==> config.mk <==
export PLATFORM = sky130hd
export DESIGN_NAME = clamped_table_linear_interpolator_top_flat
export DESIGN_NICKNAME = d
export VERILOG_FILES = /design/src/rtl/core/clti_pkg.sv /design/src/rtl/core/clti_channels.sv /design/src/rtl/core/clamped_table_linear_interpolator_top.sv /design/src/flat_wrapper.sv
export SDC_FILE = /design/constraint.sdc
export NUM_CORES = 2
export LEC_CHECK = 0
export ABC_AREA = 1
export BUFFER_PORTS_ARGS = -buffer_cell sky130_fd_sc_hd__buf_4
export CORE_UTILIZATION = 55
export CTS_BUF_LIST = sky130_fd_sc_hd__clkbuf_4
export DETAILED_ROUTE_END_ITERATION = 16
export HOLD_SLACK_MARGIN = 0.1
export PLACE_DENSITY = 0.8
export SKIP_CTS_REPAIR_TIMING = 1
export SLEW_MARGIN = 40
export SYNTH_ARGS = -nofsm -noshare
export SYNTH_HDL_FRONTEND = slang
export SYNTH_SLANG_ARGS = --single-unit
==> constraint.sdc <==
create_clock -name clock -period 14.6 [get_ports clock]
set_clock_uncertainty 0.15 [all_clocks]
set_input_delay 2.19 -clock clock [delete_from_list [all_inputs] [get_ports clock]]
set_output_delay 2.19 -clock clock [all_outputs]
set_load 0.02 [all_outputs]
==> src/rtl/core/clti_pkg.sv <==
// Shared types and constants for the clamped table interpolator.
`default_nettype none

package clti_pkg;

   localparam int DATA_W      = 16;
   localparam int ENTRY_IDX_W = 4;
   localparam int CSR_INDEX_W = 1;
   localparam int CSR_DATA_W  = 16;

   typedef logic signed [DATA_W-1:0] q88_type;
   typedef logic signed [DATA_W-1:0] q412_type;
   typedef logic        [DATA_W-1:0] uq88_type;

   // item kinds
   localparam logic KIND_LOAD  = 1'b0;
   localparam logic KIND_QUERY = 1'b1;

   // register indexes
   localparam logic [CSR_INDEX_W-1:0] CSR_MASS_OFFSET   = 1'b0;
   localparam logic [CSR_INDEX_W-1:0] CSR_INV_BIN_WIDTH = 1'b1;

   localparam q88_type  MASS_OFFSET_RESET   = 16'sd0;
   localparam uq88_type INV_BIN_WIDTH_RESET = 16'd256;

endpackage

`default_nettype wire

==> src/rtl/core/clti_channels.sv <==
// Valid/ready channel interfaces for request and response items.
`default_nettype none

interface clti_req_if;
   import clti_pkg::*;

   logic                   valid;
   logic                   ready;
   logic                   kind;
   logic [ENTRY_IDX_W-1:0] entry_index;
   q88_type                bin_start;
   q412_type               bin_ratio;
   q88_type                log_mass;

   modport source (output valid, kind, entry_index, bin_start, bin_ratio, log_mass,
                   input ready);
   modport sink   (input valid, kind, entry_index, bin_start, bin_ratio, log_mass,
                   output ready);
endinterface

interface clti_rsp_if;
   import clti_pkg::*;

   logic     valid;
   logic     ready;
   q412_type ratio;
   logic     bad_ratio;

   modport source (output valid, ratio, bad_ratio, input ready);
   modport sink   (input valid, ratio, bad_ratio, output ready);
endinterface

`default_nettype wire

==> src/rtl/core/clamped_table_linear_interpolator_top.sv <==
// Clamped piecewise-linear table interpolator: knot memory, scan sequencer, datapath.
//
// req channel carries two kinds of items. A load writes bin_start/bin_ratio into
// slot entry_index (slots at or beyond TABLE_ENTRIES are dropped) and returns
// nothing. A query returns one rsp item: the first or last knot ratio when the
// log mass lies outside the knots, else a linear interpolation, saturated to
// Q4.12, with bad_ratio set when the interpolated value is zero or negative.
// csr_* writes mass_offset (index 0) and inverse_bin_width (index 1); write
// only while no query is in flight.
// A load leaves the sequencer idle. A query checks the first knot, then the last,
// for the clamped cases; an interpolated one then scans knots 1 .. TABLE_ENTRIES-1
// until the log mass is at or below a knot or the last knot is reached. The scan
// reads the knot memory one entry per cycle, then two multiply stages and a
// round/saturate stage follow. One query is worked at a time; req is ready again
// in the same cycle that its result shows in the output register. The output
// register lets a new item be taken while the previous result waits; a finished
// query stalls in its last state while rsp is held by the receiver.
// Reset restores the csr registers to their reset values and empties the output
// register. The knot memory is not cleared: load every slot before querying.
`default_nettype none

module clamped_table_linear_interpolator_top #(
   parameter int TABLE_ENTRIES = 16
) (
   input  logic                              clock,
   input  logic                              reset,
   clti_req_if.sink                          req,
   clti_rsp_if.source                        rsp,
   input  logic                              csr_we,
   input  logic [clti_pkg::CSR_INDEX_W-1:0]  csr_index,
   input  logic [clti_pkg::CSR_DATA_W-1:0]   csr_wdata
);
   import clti_pkg::*;

   localparam int IDX_W = $clog2(TABLE_ENTRIES);
   localparam logic [IDX_W-1:0] LAST_IDX  = IDX_W'(TABLE_ENTRIES - 1);
   localparam logic [IDX_W-1:0] FIRST_IDX = IDX_W'(0);
   localparam logic [IDX_W-1:0] SCAN_IDX0 = IDX_W'(1);

   typedef enum logic [2:0] {
      ST_IDLE,
      ST_RD0,
      ST_RDLAST,
      ST_SCAN,
      ST_MUL1,
      ST_MUL2,
      ST_RND,
      ST_DONE
   } state_type;

   // knot memory: {bin_start, bin_ratio}
   logic [2*DATA_W-1:0] knot_mem [TABLE_ENTRIES];
   logic [2*DATA_W-1:0] rd_data_ff;
   logic [IDX_W-1:0]    rd_addr;
   logic                mem_we;

   state_type   state_ff, state_in;
   q88_type     offset_ff;
   uq88_type    ibw_ff;
   logic        rsp_valid_ff, rsp_valid_in;
   q412_type    rsp_ratio_ff, rsp_ratio_in;
   logic        rsp_bad_ff, rsp_bad_in;

   q88_type            q_mass_ff, q_mass_in;
   logic signed [16:0] prev_knot_ff, prev_knot_in;
   q412_type           prev_ratio_ff, prev_ratio_in;
   logic [IDX_W-1:0]   scan_idx_ff, scan_idx_in;
   logic signed [16:0] dr_ff, dr_in;
   logic [16:0]        dm_ff, dm_in;
   logic signed [33:0] p1_ff, p1_in;
   logic signed [51:0] p2_ff, p2_in;
   q412_type           res_ff, res_in;
   logic               bad_ff, bad_in;

   q88_type            rd_mass;
   q412_type           rd_ratio;
   logic signed [16:0] rd_knot;
   logic signed [16:0] q_mass17;
   logic signed [17:0] dm_full;
   logic signed [51:0] p2_biased;
   logic signed [35:0] rnd;
   logic signed [36:0] sum;
   logic               req_xfer;
   logic               stop_scan;

   assign req.ready = (state_ff == ST_IDLE);
   assign req_xfer  = req.valid && req.ready;
   assign mem_we    = req_xfer && (req.kind == KIND_LOAD)
                      && (32'(req.entry_index) < TABLE_ENTRIES);

   assign rsp.valid     = rsp_valid_ff;
   assign rsp.ratio     = rsp_ratio_ff;
   assign rsp.bad_ratio = rsp_bad_ff;

   assign rd_mass  = rd_data_ff[2*DATA_W-1:DATA_W];
   assign rd_ratio = rd_data_ff[DATA_W-1:0];
   assign rd_knot  = {rd_mass[15], rd_mass} + {offset_ff[15], offset_ff};
   assign q_mass17 = {q_mass_ff[15], q_mass_ff};
   assign dm_full  = {q_mass17[16], q_mass17} - {prev_knot_ff[16], prev_knot_ff};
   assign stop_scan = (scan_idx_ff == LAST_IDX) || (q_mass17 <= rd_knot);

   // round half up to Q.12, then add the lower knot ratio
   assign p2_biased = p2_ff + 52'sd32768;
   assign rnd       = p2_biased[51:16];
   assign sum       = {{21{prev_ratio_ff[15]}}, prev_ratio_ff} + {rnd[35], rnd};

   always_comb begin
      case (state_ff)
         ST_RD0:    rd_addr = LAST_IDX;
         ST_RDLAST: rd_addr = SCAN_IDX0;
         ST_SCAN:   rd_addr = (scan_idx_ff == LAST_IDX) ? scan_idx_ff
                                                        : scan_idx_ff + 1'b1;
         default:   rd_addr = FIRST_IDX;
      endcase
   end

   // loads only land while idle and never with a query transfer, so no read that a query uses overlaps a write
   always_ff @(posedge clock) begin
      if (mem_we) begin
         knot_mem[IDX_W'(req.entry_index)] <= {req.bin_start, req.bin_ratio};
      end
      rd_data_ff <= knot_mem[rd_addr];
   end

   always_comb begin
      state_in      = state_ff;
      rsp_valid_in  = rsp_valid_ff && !rsp.ready;
      rsp_ratio_in  = rsp_ratio_ff;
      rsp_bad_in    = rsp_bad_ff;
      q_mass_in     = q_mass_ff;
      prev_knot_in  = prev_knot_ff;
      prev_ratio_in = prev_ratio_ff;
      scan_idx_in   = scan_idx_ff;
      dr_in         = dr_ff;
      dm_in         = dm_ff;
      p1_in         = p1_ff;
      p2_in         = p2_ff;
      res_in        = res_ff;
      bad_in        = bad_ff;

      case (state_ff)
         ST_IDLE: begin
            if (req_xfer && (req.kind == KIND_QUERY)) begin
               q_mass_in = req.log_mass;
               state_in  = ST_RD0;
            end
         end
         ST_RD0: begin
            if (q_mass17 <= rd_knot) begin
               res_in   = rd_ratio;
               bad_in   = 1'b0;
               state_in = ST_DONE;
            end else begin
               prev_knot_in  = rd_knot;
               prev_ratio_in = rd_ratio;
               state_in      = ST_RDLAST;
            end
         end
         ST_RDLAST: begin
            if (q_mass17 >= rd_knot) begin
               res_in   = rd_ratio;
               bad_in   = 1'b0;
               state_in = ST_DONE;
            end else begin
               scan_idx_in = SCAN_IDX0;
               state_in    = ST_SCAN;
            end
         end
         ST_SCAN: begin
            if (stop_scan) begin
               dr_in    = {rd_ratio[15], rd_ratio} - {prev_ratio_ff[15], prev_ratio_ff};
               dm_in    = dm_full[16:0];
               state_in = ST_MUL1;
            end else begin
               prev_knot_in  = rd_knot;
               prev_ratio_in = rd_ratio;
               scan_idx_in   = scan_idx_ff + 1'b1;
            end
         end
         ST_MUL1: begin
            p1_in    = dr_ff * $signed({1'b0, ibw_ff});
            state_in = ST_MUL2;
         end
         ST_MUL2: begin
            p2_in    = p1_ff * $signed({1'b0, dm_ff});
            state_in = ST_RND;
         end
         ST_RND: begin
            bad_in = sum[36] || (sum == 37'sd0);
            if (sum > 37'sd32767) begin
               res_in = 16'sh7fff;
            end else if (sum < -37'sd32768) begin
               res_in = 16'sh8000;
            end else begin
               res_in = sum[15:0];
            end
            state_in = ST_DONE;
         end
         ST_DONE: begin
            if (!rsp_valid_ff || rsp.ready) begin
               rsp_valid_in = 1'b1;
               rsp_ratio_in = res_ff;
               rsp_bad_in   = bad_ff;
               state_in     = ST_IDLE;
            end
         end
         default: begin
            state_in = ST_IDLE;
         end
      endcase
   end

   always_ff @(posedge clock) begin
      if (reset) begin
         state_ff     <= ST_IDLE;
         rsp_valid_ff <= 1'b0;
         offset_ff    <= MASS_OFFSET_RESET;
         ibw_ff       <= INV_BIN_WIDTH_RESET;
      end else begin
         state_ff     <= state_in;
         rsp_valid_ff <= rsp_valid_in;
         if (csr_we) begin
            case (csr_index)
               CSR_MASS_OFFSET:   offset_ff <= csr_wdata;
               CSR_INV_BIN_WIDTH: ibw_ff    <= csr_wdata;
               default: ;
            endcase
         end
      end
   end

   always_ff @(posedge clock) begin
      rsp_ratio_ff  <= rsp_ratio_in;
      rsp_bad_ff    <= rsp_bad_in;
      q_mass_ff     <= q_mass_in;
      prev_knot_ff  <= prev_knot_in;
      prev_ratio_ff <= prev_ratio_in;
      scan_idx_ff   <= scan_idx_in;
      dr_ff         <= dr_in;
      dm_ff         <= dm_in;
      p1_ff         <= p1_in;
      p2_ff         <= p2_in;
      res_ff        <= res_in;
      bad_ff        <= bad_in;
   end

   a_load_stays_idle: assert property (@(posedge clock) disable iff (reset)
      (req_xfer && (req.kind == KIND_LOAD)) |=> (state_ff == ST_IDLE))
      else $error("load transfer started a query");

   a_rsp_from_done: assert property (@(posedge clock) disable iff (reset)
      $rose(rsp_valid_ff) |-> ($past(state_ff) == ST_DONE))
      else $error("response raised outside the finish state");

   a_bad_nonpositive: assert property (@(posedge clock) disable iff (reset)
      (rsp_valid_ff && rsp_bad_ff) |-> (rsp_ratio_ff[15] || (rsp_ratio_ff == 16'sd0)))
      else $error("bad_ratio set on a positive ratio");

   a_scan_past_first: assert property (@(posedge clock) disable iff (reset)
      (state_ff == ST_SCAN) |-> (scan_idx_ff != FIRST_IDX))
      else $error("scan index reached the first knot");

endmodule

`default_nettype wire
==> src/flat_wrapper.sv <==
// flat-port wrapper written by rule: the top's interface ports become plain ports
module clamped_table_linear_interpolator_top_flat import clti_pkg::*;
#(
   parameter int TABLE_ENTRIES = 16
)
  (clock, reset, csr_we, csr_index, csr_wdata, req_valid, req_kind, req_entry_index, req_bin_start, req_bin_ratio, req_log_mass, req_ready, rsp_valid, rsp_ratio, rsp_bad_ratio, rsp_ready);
  clti_req_if req_i ();
  clti_rsp_if rsp_i ();
  input  logic clock;
  input  logic reset;
  input  logic csr_we;
  input  logic [clti_pkg::CSR_INDEX_W-1:0] csr_index;
  input  logic [clti_pkg::CSR_DATA_W-1:0] csr_wdata;
  input wire logic [$bits(req_i.valid)-1:0] req_valid;
  input wire logic [$bits(req_i.kind)-1:0] req_kind;
  input wire logic [$bits(req_i.entry_index)-1:0] req_entry_index;
  input wire logic [$bits(req_i.bin_start)-1:0] req_bin_start;
  input wire logic [$bits(req_i.bin_ratio)-1:0] req_bin_ratio;
  input wire logic [$bits(req_i.log_mass)-1:0] req_log_mass;
  output wire logic [$bits(req_i.ready)-1:0] req_ready;
  output wire logic [$bits(rsp_i.valid)-1:0] rsp_valid;
  output wire logic [$bits(rsp_i.ratio)-1:0] rsp_ratio;
  output wire logic [$bits(rsp_i.bad_ratio)-1:0] rsp_bad_ratio;
  input wire logic [$bits(rsp_i.ready)-1:0] rsp_ready;
  assign req_i.valid = req_valid;
  assign req_i.kind = req_kind;
  assign req_i.entry_index = req_entry_index;
  assign req_i.bin_start = req_bin_start;
  assign req_i.bin_ratio = req_bin_ratio;
  assign req_i.log_mass = req_log_mass;
  assign req_ready = req_i.ready;
  assign rsp_valid = rsp_i.valid;
  assign rsp_ratio = rsp_i.ratio;
  assign rsp_bad_ratio = rsp_i.bad_ratio;
  assign rsp_i.ready = rsp_ready;
  clamped_table_linear_interpolator_top #(.TABLE_ENTRIES(TABLE_ENTRIES)) u_core (.clock(clock), .reset(reset), .req(req_i), .rsp(rsp_i), .csr_we(csr_we), .csr_index(csr_index), .csr_wdata(csr_wdata));
endmodule
== Word level (Yosys, flattened, before mapping) ==
Memories as Yosys holds them, arrays and structs flattened. A register that Yosys moved wholly into a read port is not among the register bits.
Cells that the tools add are included.

* Flip-flop bits (word level): 243
* Latch bits: 0
* RAM bits: 512
* Memory bits (read-only): 0
* Bits of input ports: 75
* Memories: 1

{| class="wikitable"
|+ Memory list
! name !! depth !! bits a word !! rd ports !! clocked after Yosys merged registers in !! wr ports !! RTL line !! text
|-
| u_core.knot_mem || 16 || 32 || 1 || 1 || 1 || clamped_table_linear_interpolator_top.sv:52 || <nowiki>logic [2*DATA_W-1:0] knot_mem [TABLE_ENTRIES];</nowiki>
|}

* $add $sub $neg: 6
* Multiply operators: 2
* Div/mod/pow operators: 0
* Magnitude comparators: 4
* Eq/ne operators: 16
* Shift-type cells: 0
* Multiplexer cells: 29
* Bitwise operators: 2
* Reduce and logical (&&, ||, !) cells: 23

{| class="wikitable"
|+ Operators by type and width
! operator !! number
|-
| $mux W16 || 6
|-
| $add A52 B17 Y52 const B || 1
|-
| $mul A34 B18 Y52 || 1
|-
| $pmux W16 S3 || 1
|-
| $add A16 B36 Y37 || 1
|-
| $gt A37 B16 Y1 const B || 1
|-
| $logic_not A37 Y1 || 1
|-
| $lt A37 B16 Y1 const B || 1
|-
| $mul A17 B17 Y34 || 1
|-
| $mux W17 || 2
|-
| $pmux W17 S2 || 1
|-
| $pmux W16 S2 || 1
|-
| $pmux W3 S8 || 1
|-
| $add A16 B16 Y17 || 1
|-
| $ge A16 B17 Y1 || 1
|-
| $le A16 B17 Y1 || 1
|-
| $sub A16 B16 Y17 || 1
|-
| $sub A16 B17 Y17 || 1
|-
| $mux W3 || 5
|-
| $eq A3 B3 Y1 const B || 4
|-
| $mux W4 || 3
|-
| $pmux W4 S3 || 1
|-
| $reduce_and A3 Y1 || 4
|-
| $reduce_and A2 Y1 || 5
|-
| 16 further kinds || 36
|}

== Longest topological paths before layout ==
* Word-level depth: 6
* Depth in mapped cells: 36
* Gate-level depth less buffers: 35

== Worst setup path after synthesis ==
No wires, ideal clock.

* Kind: flip-flop to flip-flop
* Start: reg u_core.offset_ff[0]
* End: reg u_core.prev_knot_ff[0] (enable)
* Setup time: 464 ps
* Data arrival time: 6269 ps
* Slack: 7717 ps
* Stages on the path, launching flop included: 23
* Buffers on the path: 0
* Clock period less this slack: 6883 ps
* Cells stage by stage: dfxtp_1 > ha_1 > inv_1 > fa_1 > inv_1 > a31oi_1 > o21ai_0 > nand2_1 > a21oi_1 > a31oi_1 > o21ai_0 > nand2_1 > a21oi_1 > ha_1 > nand2_1 > nor3_1 > nand3_1 > o211ai_1 > xnor2_1 > nand2_1 > nor2_1 > nor2_1 > nor3_1

* Longest elaborated chain between the ends: 5

{| class="wikitable"
|+ Ends and longest elaborated chain
! what !! RTL line !! text
|-
| from (decl) || clamped_table_linear_interpolator_top.sv:58 || <nowiki>q88_type offset_ff;</nowiki>
|-
| from (signal assigned) || clamped_table_linear_interpolator_top.sv:224 || <nowiki>CSR_MASS_OFFSET: offset_ff <= csr_wdata;</nowiki>
|-
| $add A16 B16 Y17 * || clamped_table_linear_interpolator_top.sv:97 || <nowiki>assign rd_knot = {rd_mass[15], rd_mass} + {offset_ff[15], offset_ff};</nowiki>
|-
| $le A16 B17 Y1 * || clamped_table_linear_interpolator_top.sv:100, clamped_table_linear_interpolator_top.sv:149 ||
|-
| $logic_or A1 B1 Y1 || clamped_table_linear_interpolator_top.sv:100 || <nowiki>assign stop_scan = (scan_idx_ff == LAST_IDX) || (q_mass17 <= rd_knot);</nowiki>
|-
| $ne A2 B2 Y1 (no source line) || n/a ||
|-
| $reduce_and A3 Y1 (no source line) * || n/a ||
|-
| to (signal assigned) || clamped_table_linear_interpolator_top.sv:236 || <nowiki>prev_knot_ff <= prev_knot_in;</nowiki>
|-
| to (decl) || clamped_table_linear_interpolator_top.sv:65 || <nowiki>logic signed [16:0] prev_knot_ff, prev_knot_in;</nowiki>
|}

Every way passes the cells marked *; elsewhere a longest branch is shown, timed or not.
A chain may end at the register's enable or synchronous reset.

== Final worst setup path ==
* Start: reg u_core.ibw_ff[2]
* End: reg u_core.p1_ff[31], data pin

* Longest elaborated chain between the ends: 1

{| class="wikitable"
|+ Ends and longest elaborated chain
! what !! RTL line !! text
|-
| from (decl) || clamped_table_linear_interpolator_top.sv:59 || <nowiki>uq88_type ibw_ff;</nowiki>
|-
| from (signal assigned) || clamped_table_linear_interpolator_top.sv:225 || <nowiki>CSR_INV_BIN_WIDTH: ibw_ff <= csr_wdata;</nowiki>
|-
| $mul A17 B17 Y34 || clamped_table_linear_interpolator_top.sv:181 || <nowiki>p1_in = dr_ff * $signed({1'b0, ibw_ff});</nowiki>
|-
| to (signal assigned) || clamped_table_linear_interpolator_top.sv:241 || <nowiki>p1_ff <= p1_in;</nowiki>
|-
| to (decl) || clamped_table_linear_interpolator_top.sv:70 || <nowiki>logic signed [33:0] p1_ff, p1_in;</nowiki>
|}

Every way passes these cells.

==> flow_metrics.py <==
metrics = {
    "run_status": {
        "status": "finished clean",
    },
    "sta": {
        "rsz0062_at_grt": "false",
        "setup-tns-final_ns": 0,
        "maxSlewViolCount": 0,
        "period_share_pct": 48.6,
        "slew_headroom_pct": 30.2,
        "hold_viol": 0,
        "hold_ws_ns": 0.240,
        "period_needed_ns": 7.09,
        "fmax_mhz": 141,
        "finalSetupViolCount": 0,
        "worstMarginPinSlew_ns": 1.04,
    },
    "global_route": {
        "grt_overflow": 0,
        "met2_usage_pct": 46.8,
        "first_global_vias": 51900,
        "antenna_found_initial": 7,
        "grt_use_total_pct": 28.6,
        "met1_usage_pct": 34.7,
        "top_usage_layer": "met2",
        "grtUsageMet3_pct": 5.78,
        "grt_max_degree": 197,
        "grt_pass1_wl_um": 271000,
    },
    "synth": {
        "ys_seq_elements": 772,
        "syn_nets": 8403,
        "synth-seq-area-share_pct": 33.8,
        "syn_area_mm2": 0.0665,
        "yosysUniqueCellTypes": 52,
        "synth_top_flop_cell": "edfxtp_1",
        "synth_edf_count": 704,
        "syn_inst": 7187,
        "async_flop_share_pct": 0,
        "syn_area_per_cell_um2": 9.25,
        "yosys_warnings": 0,
    },
    "routing": {
        "drc": 0,
        "vias": 49400,
        "wl_per_cell_um": 18.9,
        "wl_um": 170000,
        "via_per_inst": 5.51,
        "drtIter0Drc": 4520,
        "antenna_left": 0,
        "first_pass_iters": 7,
    },
    "die": {
        "dieArea_mm2": 0.122,
        "rows": 127,
        "num_io_pins": 94,
        "fp.dieW_um": 350,
        "initial_utilization_pct": 55.4,
        "die_h_um": 350,
        "core_mm2": 0.120,
    },
    "setup_path": {
        "crit_path_end_kind": "flip-flop",
        "cp.required_ns": 15.28,
        "cp_slowest_stage_delay_ns": 0.79,
        "worstSetupPathType": "reg2reg",
        "worstPathArrival_ns": 7.78,
        "crit_chain": "nand2_1 > fa_1 > fa_1 > fa_1 > inv_1 > fa_1 > fa_1 > inv_1 > fa_1 > inv_1 > ha_1 > nand2_1 > nor2_1 > nand2_1 > nand2_1 > a31oi_1 > o21ai_0 > a31oi_1 > o21ai_0 > nand2_1 > nand3_1 > nand2_1",
        "cp-start-kind": "flip-flop",
        "cp_max_fo": 18,
        "cp_slowest_cell": "dfxtp_1",
        "regToRegSetupSlack_ns": 7.51,
    },
    "cts": {
        "numCtsBuffers": 184,
        "clk_latency_ns": 1.12,
        "cts_tree": "done",
        "clock-sinks": 772,
        "cts.htree.levels": 4,
        "root_buffer": "clkbuf_4",
        "clk_pin_slew_ns": 0.07,
        "cts.path.max_buffers": 3,
    },
    "layout": {
        "fin_cells": 8961,
        "fin_area_mm2": 0.0712,
        "nNetsFinal": 8405,
        "layout-area-overhead-vs-synth_pct": 7.05,
        "drive_above_1_share_pct": 6.96,
    },
    "placed_design": {
        "place_inst": 8611,
        "dp_hpwl_um": 122000,
        "io_buffers": 93,
        "globalplace.congestion": 0.995,
        "placed_cell_area_mm2": 0.0686,
    },
    "job": {
        "maxCapViolCount": 0,
    },
    "hold_path": {
        "hold_path.class": "reg2reg",
    },
}
-- state kept, by name, summed over array words and instances (netlist names), 17 cells and up --
name / flops
u_core.p2_ff: 37
u_core.rd_data_ff: 32
u_core.knot_mem: 512
u_core.dm_ff: 17
u_core.prev_knot_ff: 17
u_core.p1_ff: 34
u_core.dr_ff: 17
-- layout make-up --
class | instances | area [µm²]
antenna | 10 | 25.0
inverter | 1723 | 6470
sequential | 772 | 22500
clock buffer | 258 | 1940
clock inverter | 78 | 544
multi-input combinational | 4360 | 36500
timing repair buffer | 148 | 1210
tap | 1612 | 2020
fill | 9780 | 48800
-- cell usage after synthesis, types with 2 or more instances --
master,number,area [µm²]
a31oi_1,23,144
nand3b_1,6,45.0
clkinv_1,3,11.3
inv_1,1715,6440
nor2_2,5,31.3
buf_4,5,37.5
o31ai_1,3,22.5
ha_1,309,3870
dfxtp_1,68,1360
edfxtp_1,704,21100
nor4_1,11,68.8
o32ai_1,64,561
o221ai_1,68,596
o21bai_1,8,60.1
nor2_1,352,1320
nand2_2,12,75.1
mux2i_1,64,641
a21o_1,4,30.0
nand2_1,1541,5780
clkbuf_1,296,1110
a21oi_1,368,1840
nand4_1,33,206
buf_2,19,95.1
and2_1,2,12.5
o211ai_1,72,541
and3_1,3,18.8
a21boi_0,7,52.6
o21ai_1,7,35.0
xnor2_1,57,499
nor3_2,3,30.0
o21a_1,17,128
fa_1,832,16700
a211oi_1,4,30.0
inv_2,5,18.8
nand3_1,98,490
nor3_1,29,145
xor2_1,104,911
o21ai_0,238,1190
buf_1,9,33.8
nand3_2,7,70.1
-- worst max-delay path: cells and delay by family (launching register included) --
family	cells	cell delay, ns
fa+ha+maj	7	3.47
compound gates	4	1.44
simple gates	8	0.88
flops	1	0.79
buf+inv	3	0.15
-- metrics by stage --
stage	util, %	setup WS (ns)
finish	59.3	7.51
global route	59.3	7.23
CTS	59.2	7.73
detailed placement	57.2	7.73
global placement	57.1	7.76
floorplan	-	7.72
-- metal layers --
layer | up-vias | share of wire [%]
met5 | - | 0.011
met4 | 2 | 6.5
met3 | 567 | 9.1
met2 | 2503 | 48
met1 | 23900 | 37
li1 | 22400 | -
-- path summary, 6_finish.rpt --
| kind | to | cells past startpoint | from |
|---|---|---|---|
| worst max-delay path | u_core.p1_ff[31]$_DFFE_PP_ | 22 | u_core.ibw_ff[2]$_SDFFE_PP0P_ |
| worst min register to register | u_core.rsp.ratio[2]$_DFFE_PP_ | 0 | u_core.res_ff[2]$_DFFE_PP_ |
| worst min-delay path | u_core.rsp.ratio[2]$_DFFE_PP_ | 0 | u_core.res_ff[2]$_DFFE_PP_ |
| worst max register to register | u_core.p1_ff[31]$_DFFE_PP_ | 22 | u_core.ibw_ff[2]$_SDFFE_PP0P_ |
-- layout by cell type, fill, tap and decap left out, types with 8 or more instances in the layout --
cell / Yosys / routed
nor2_1: 352 / 331
nand4_1: 33 / 33
nor2_4: 1 / 20
xnor2_1: 57 / 55
diode_2: 0 / 10
edfxtp_1: 704 / 704
o21a_1: 17 / 17
nand2_1: 1541 / 1539
a31oi_1: 23 / 23
clkbuf_4: 1 / 258
xor2_1: 104 / 102
fa_1: 832 / 832
mux2i_1: 64 / 64
o211ai_1: 72 / 72
nor4_1: 11 / 10
o21bai_1: 8 / 8
nand3_1: 98 / 98
o21ai_0: 238 / 236
ha_1: 309 / 309
clkinv_1: 3 / 53
o221ai_1: 68 / 68
nor3_1: 29 / 27
a21oi_1: 368 / 368
inv_1: 1715 / 1713
buf_4: 5 / 137
clkinv_2: 0 / 11
dfxtp_1: 68 / 62
nand2_2: 12 / 12
o32ai_1: 64 / 64
-- cells by family (layout without fill, tap and decap cells) --
| group | Yosys count | in the layout | share of synthesized area (%) |
|---|---|---|---|
| AO/OA/AOI/OAI | 886 | 886 | 7.91 |
| XOR/XNOR | 161 | 161 | 2.12 |
| adder cells (fa/ha/maj) | 1141 | 1141 | 30.9 |
| buffers and inverters | 2055 | 2207 | 11.7 |
| flip-flops | 772 | 772 | 33.8 |
| multiplexers | 64 | 64 | 0.963 |
| other | 0 | 10 | 0 |
| AND/OR/NAND/NOR | 2108 | 2108 | 12.6 |
Power is left out: the tool's default activity adds up to more than one toggle a clock period on the data nets, which glitch-free logic cannot reach.
